[config.mk]
export PLATFORM = sky130hd
export DESIGN_NAME = opb_front
export DESIGN_NICKNAME = d
export VERILOG_FILES = /design/src/sv/order_book_price_level_table_unit_assert.svh /design/src/sv/opb_pkg.sv /design/src/sv/opb_front.sv
export SDC_FILE = /design/constraint.sdc
export NUM_CORES = 1
export LEC_CHECK = 0
export ABC_CLOCK_PERIOD_IN_PS = 12070
export BUFFER_PORTS_ARGS = -buffer_cell sky130_fd_sc_hd__buf_2
export CAP_MARGIN = 20
export CORE_MARGIN = 4
export CORE_UTILIZATION = 55
export CTS_CLUSTER_DIAMETER = 80
export DETAILED_ROUTE_END_ITERATION = 6
export PLACE_DENSITY = 0.86
export SYNTH_ARGS = -nofsm -noshare
export SYNTH_HDL_FRONTEND = slang
export SYNTH_SLANG_ARGS = --single-unit
[constraint.sdc]
create_clock -name clk -period 12.07 [get_ports clk]
set_input_delay 3.0175 -clock clk [delete_from_list [all_inputs] [get_ports clk]]
set_output_delay 3.0175 -clock clk [all_outputs]
set_load 0.01 [all_outputs]
[src/sv/order_book_price_level_table_unit_assert.svh]
// Assertion macros shared by the order book table unit.
`ifndef ORDER_BOOK_PRICE_LEVEL_TABLE_UNIT_ASSERT_SVH
`define ORDER_BOOK_PRICE_LEVEL_TABLE_UNIT_ASSERT_SVH
`ifndef NO_ASSERTIONS
`define OPB_ASSERT_IMP(lbl, clk, rst_n, ante, cons) \
    lbl: assert property (@(posedge clk) disable iff (!rst_n) (ante) |-> (cons)) \
        else $error("order book assertion failed");
`define OPB_ASSERT_NXT(lbl, clk, rst_n, ante, cons) \
    lbl: assert property (@(posedge clk) disable iff (!rst_n) (ante) |=> (cons)) \
        else $error("order book assertion failed");
`else
`define OPB_ASSERT_IMP(lbl, clk, rst_n, ante, cons)
`define OPB_ASSERT_NXT(lbl, clk, rst_n, ante, cons)
`endif
`endif

[src/sv/opb_pkg.sv]
`timescale 1ns / 1ps
package opb_pkg;
    localparam int TS_W    = 32;
    localparam int PRICE_W = 32;
    localparam int VOL_W   = 40;
    localparam int DEPTH_W = 5;
    localparam int CMD_W   = 2;
    localparam int CNT_W   = 6;

    localparam logic [CMD_W-1:0] CMD_UPDATE   = 2'd0;
    localparam logic [CMD_W-1:0] CMD_SNAPSHOT = 2'd1;
    localparam logic [CMD_W-1:0] CMD_CLEAR    = 2'd2;

    typedef enum logic [1:0] {
        OP_UPDATE,
        OP_SNAPSHOT,
        OP_CLEAR
    } op_t;

    typedef struct packed {
        op_t                 op;
        logic [TS_W-1:0]     timestamp;
        logic                side;
        logic [PRICE_W-1:0]  price;
        logic [VOL_W-1:0]    volume;
        logic [DEPTH_W-1:0]  depth;
    } item_t;

    typedef struct packed {
        logic [CNT_W-1:0] ask_count;
        logic [CNT_W-1:0] bid_count;
        logic             busy;
    } back_status_t;

    typedef enum logic [1:0] {
        ST_IDLE,
        ST_INSERT,
        ST_SNAP
    } back_state_t;
endpackage

[src/sv/opb_front.sv]
`timescale 1ns / 1ps
module opb_front
    import opb_pkg::*;
(
    input  logic               clk,
    input  logic               rst_n,
    input  logic               in_valid,
    output logic               in_stall,
    input  logic [CMD_W-1:0]   command,
    input  logic [TS_W-1:0]    timestamp,
    input  logic               side,
    input  logic [PRICE_W-1:0] price,
    input  logic [VOL_W-1:0]   volume,
    input  logic [DEPTH_W-1:0] snapshot_depth,
    output logic               item_valid,
    output item_t              item,
    input  logic               item_pop
);
    item_t       entry_reg [2];
    logic        wr_ptr_reg;
    logic        rd_ptr_reg;
    logic [1:0]  fill_reg;
    logic [1:0]  fill_next;
    logic        known;
    op_t         op;
    logic        push;
    item_t       new_item;

    // Command codes with no meaning are taken and then dropped.
    always_comb
    begin
        known = 1'b1;
        op    = OP_UPDATE;
        unique case (command)
            CMD_UPDATE:   op = OP_UPDATE;
            CMD_SNAPSHOT: op = OP_SNAPSHOT;
            CMD_CLEAR:    op = OP_CLEAR;
            default:      known = 1'b0;
        endcase
    end

    assign in_stall   = (fill_reg == 2'd2);
    assign push       = in_valid && !in_stall && known;
    assign item_valid = (fill_reg != 2'd0);
    assign item       = entry_reg[rd_ptr_reg];

    always_comb
    begin
        new_item.op        = op;
        new_item.timestamp = timestamp;
        new_item.side      = side;
        new_item.price     = price;
        new_item.volume    = volume;
        new_item.depth     = snapshot_depth;
        fill_next = fill_reg + {1'b0, push} - {1'b0, item_pop};
    end

    always_ff @(posedge clk or negedge rst_n)
    begin
        if (!rst_n)
        begin
            wr_ptr_reg <= 1'b0;
            rd_ptr_reg <= 1'b0;
            fill_reg   <= 2'd0;
        end
        else
        begin
            if (push)
                wr_ptr_reg <= !wr_ptr_reg;
            if (item_pop)
                rd_ptr_reg <= !rd_ptr_reg;
            fill_reg <= fill_next;
        end
    end

    always_ff @(posedge clk)
    begin
        if (push)
            entry_reg[wr_ptr_reg] <= new_item;
    end
endmodule

[Yosys cells after proc, flatten, opt, wreduce, memory -nomap -nowiden]
Memories as Yosys holds them, arrays and structs flattened.
Cells that the tools add are included.
Storage, ports and cells
  bits in registers: 4
  bits in writable memories: 224
  output and inout port bits: 114
  logic and storage cells: 21
  bits of input ports: 116
  memories: 1
Memories
  entry_reg: depth 2, bits a word 112, read ports 1, clocked after memory_dff 0, wr ports 1, RTL line opb_front.sv:19  | item_t entry_reg [2];
Cells by class
  muxes and demuxes: 4
  reduce and logical (&&, ||, !) cells: 8
  add/subtract/negate cells: 2
  equality and inequality tests: 3
Operator list (number)
  == test 2 bit, second input constant: 2
  one-hot mux 2 bit (2 select lines): 1
  zero test 1 bit: 3
  two-way mux 1 bit: 3
  OR reduction 3 bit: 1
  adder 2 x 1 -> 2 bit: 1
  == test 2 x 1 -> 1 bit, second input constant: 1
  logical AND 1 bit: 2
  zero test 2 bit: 1
  nonzero test 2 bit: 1
  subtractor 2 x 1 -> 2 bit: 1

[Logic depth before layout (Yosys ltp)]
  depth in word-level cells: 6
  mapped depth: 7
  depth with buffers taken out: 7

[Least setup slack after synthesis]
OpenSTA, ideal clock, no wires.
  path type: input to register
  start: input command[1]
  end: memory entry_reg[0][0] in the netlist's numbering (enable)
  data required time: 11.485 ns
  arrival: 7.897 ns
  path slack: 3.589 ns
  stages: 3
  setup time: 0.585 ns
  buffers on the path: 0
  cells stage by stage: nand2_1 > nand3b_1 > nor2_1
On the way
  longest elaborated chain between the ends: 6
  elaborated cells on any way between the ends: 8
  classes of those cells: eq/ne (2); mux (3); reduce/logical (3)
Ends and longest elaborated chain
  start, declared: RTL line opb_front.sv:9  | input logic [CMD_W-1:0] command,
  == test 2 bit (tied with other cells): RTL line opb_front.sv:34  | unique case (command)
  OR reduction 3 bit (no source line) *
  two-way mux 1 bit *: RTL line opb_front.sv:34
  logical AND 1 bit *: RTL line opb_front.sv:43  | assign push = in_valid && !in_stall && known;
  two-way mux 1 bit *: RTL line opb_front.sv:78  | if (push)
  two-way mux 1 bit (implied by the code) *: RTL line opb_front.sv:79  | entry_reg[wr_ptr_reg] <= new_item;
  end, declared: RTL line opb_front.sv:19
Every way passes the cells marked *; elsewhere a longest branch is shown, timed or not.

==> flow_metrics.py <==
metrics = {
    "worst_setup_path": {
        "critPathSlowestCell": "dfrtp_4",
        "critical_path_class": "flip-flop to primary output",
        "cpPeakStageDelay_ps": 990,
        "critPathCaptureType": "primary output",
        "cp.buffers_inverters": 2,
        "critPathArrivalTime_ps": 3060,
        "cp.required_ps": 9050,
        "crit_fanout": 65,
        "cp_cell_sequence": "buf_4 > mux2_2 > buf_2",
        "startpoint_type": "flip-flop",
        "crit_family": "buffers and inverters",
    },
    "floorplan": {
        "die_area_sq_um": 17700,
        "initial_core_util_pct": 56.3,
        "dieHeight_um": 133,
        "die_w_um": 133,
        "rows": 45,
        "core_area_sq_um": 15300,
        "io_pins": 230,
    },
    "finish": {
        "area_delta_synth_final_pct": 24.6,
        "multi_input_area_sq_um": 1640,
        "nets": 733,
        "regArea_sq_um": 6830,
        "largest_reg_flops": 224,
        "utilization_pct": 70.1,
        "num-fill-cells": 959,
        "drive_gt1_share_pct": 60.9,
    },
    "cts": {
        "cts_max_path_buffers": 3,
        "cts_tree": "yes",
        "cts_resized": 0,
        "worstSkewPairLatency_ps": 480,
        "cts_hold_buf": 0,
        "h-tree-depth": 1,
        "numCtsBuffers": 23,
        "path_clk_slew_ps": 60,
        "clkSinkCount": 228,
        "clk_root_buffer_cell": "clkbuf_16",
        "cts_setup_buffers": 0,
    },
    "sta": {
        "worstMarginPinSlew_ps": 963,
        "finalHoldViolCount": 0,
        "finalCriticalPeriod_ps": 6080,
        "finClkSkew_ps": 9.32,
        "max-slew-margin-rel_pct": 35.8,
        "rsz0062_at_grt": "false",
        "drv_slew": 0,
        "setup_tns_ps": 0,
        "post-route-period-util_pct": 50.4,
        "max_freq_mhz": 164,
        "final.setup.worst_slack_ps": 5990,
        "setup_viol": 0,
    },
    "yosys": {
        "synth_cells": 369,
        "synth_seq_cells": 228,
        "syn_nets": 487,
        "synth.distinct_cells": 16,
        "syn_avg_cell_area_sq_um": 23.3,
        "ys_seq_area_share_pct": 79.5,
        "ys_warn_count": 0,
        "netlist_area_sq_um": 8590,
    },
    "route": {
        "top_layer": "met4",
        "wl_per_cell_um": 19.0,
        "met1_length_um": 6280,
        "viasPerCell": 5.09,
        "vias": 4289,
        "routed-wl-met2_um": 8110,
        "remaining_drc_errors": 0,
        "drtIter0Drc": 254,
        "dr_wl_met3_um": 1180,
        "wl_um": 16000,
        "drt_first_pass_iters": 4,
        "final_antenna_net_count": 0,
    },
    "grt": {
        "antenna_found_initial": 2,
        "grt_start_max_net_pins": 72,
        "grt_overflow": 0,
        "grt_util_all_layers_pct": 17.7,
        "grt_pass1_wl_um": 24700,
        "grt_pass1_vias": 4564,
    },
    "power_and_ir_drop": {
        "power.leakage_nw": 4.20,
        "power.density_nw_per_um2": 236,
        "peakVddDrop_mv": 0.164,
    },
    "status": {
        "outcome": "finished clean",
    },
    "placed_design": {
        "gp_congestion": 0.792,
        "portBuffers": 229,
        "hpwlAfterDp_um": 10600,
        "dp_slack_ps": 6510,
    },
    "flow_run": {
        "max-cap-violations": 0,
    },
    "worst_hold_path": {
        "hold_class": "flip-flop to flip-flop",
    },
}
routing by layer:
layer,track usage [%],up-vias
met5,0,-
met4,5.37,0
met3,4.60,30
met2,30.1,176
met1,22.7,2131
li1,-,1952
kinds of logic after synthesis:
group,count (synthesis),share of synthesized area [%]
flops,228,79.5
simple gates,8,0.510
mux,112,17.7
xor+xnor,4,0.408
buf+inv,15,1.54
fa+ha+maj,2,0.291
per-stage QoR:
step	hold slack (ps)	instances	total power [mW]	cell area (sq um)
2_1_floorplan	468	369	1.63	8590
6_report	554	842	2.52	10700
3_3_place_gp	504	801	1.82	9930
4_1_cts	559	840	2.56	10700
5_1_grt	594	842	2.64	10700
3_5_place_dp	548	801	1.84	9930
power breakdown:
group / internal [mW] / switching [mW]
Clock: 0.435 / 0.273
Combinational: 0.363 / 0.333
Sequential: 1.04 / 0.0799
path summary, 6_finish.rpt:
path | startpoint | to | slack (ps) | cells after the start
setup / recovery | rd_ptr_reg$_DFFE_PN0P_ | item[6] | 5990 | 3
setup reg to reg | fill_reg[1]$_DFF_PN0_ | entry_reg[0][83]$_DFFE_PP_ | 9230 | 5
min in group asynchronous | rst_n | fill_reg[1]$_DFF_PN0_ | 2320 | 1
max in group asynchronous | rst_n | rd_ptr_reg$_DFFE_PN0P_ | 9610 | 1
hold / removal | wr_ptr_reg$_DFFE_PN0P_ | wr_ptr_reg$_DFFE_PN0P_ | 550 | 1
hold reg to reg | wr_ptr_reg$_DFFE_PN0P_ | wr_ptr_reg$_DFFE_PN0P_ | 550 | 1
cells in the mapped netlist:
cell type | instances | area [sq um]
edfxtp_1 | 224 | 6730
xnor2_1 | 3 | 26.3
mux2_4 | 70 | 1050
buf_2 | 4 | 20.0
ha_1 | 2 | 25.0
nor2_1 | 2 | 7.51
nor2b_1 | 3 | 18.8
nand2_1 | 1 | 3.75
xor2_1 | 1 | 8.76
or2_2 | 1 | 6.26
buf_8 | 1 | 15.0
nand3b_1 | 1 | 7.51
inv_1 | 2 | 7.51
dfrtp_1 | 4 | 100
buf_6 | 8 | 90.1
mux2_2 | 42 | 473
final cells by class:
type / instances / area share, %
antenna: 2 / 0.0468
clock buffer: 27 / 5.52
clock inverter: 12 / 1.60
inverter: 2 / 0.0702
multi-input combinational: 126 / 15.4
sequential: 228 / 63.9
tap: 211 / 2.47
timing repair buffer: 234 / 11.1
worst register-to-register path, stage by stage (launching register included):
cell and delay, ps:
dfrtp_1 410, nor2b_1 160, nand3b_1 340, nor2_4 150, buf_4 470, buf_4 860
layout by cell type (no fill, tap or decap), drive strengths merged:
cell type	instances
clkbuf	27
bufinv	4
edfxtp	224
ha	2
nor2	2
nand2	1
diode	2
clkinv	7
clkinvlp	1
or2	1
xnor2	3
buf	234
xor2	1
mux2	112
nand3b	1
inv	2
dfrtp	4
nor2b	3
Note: power is estimated with default switching activity, not from simulation.
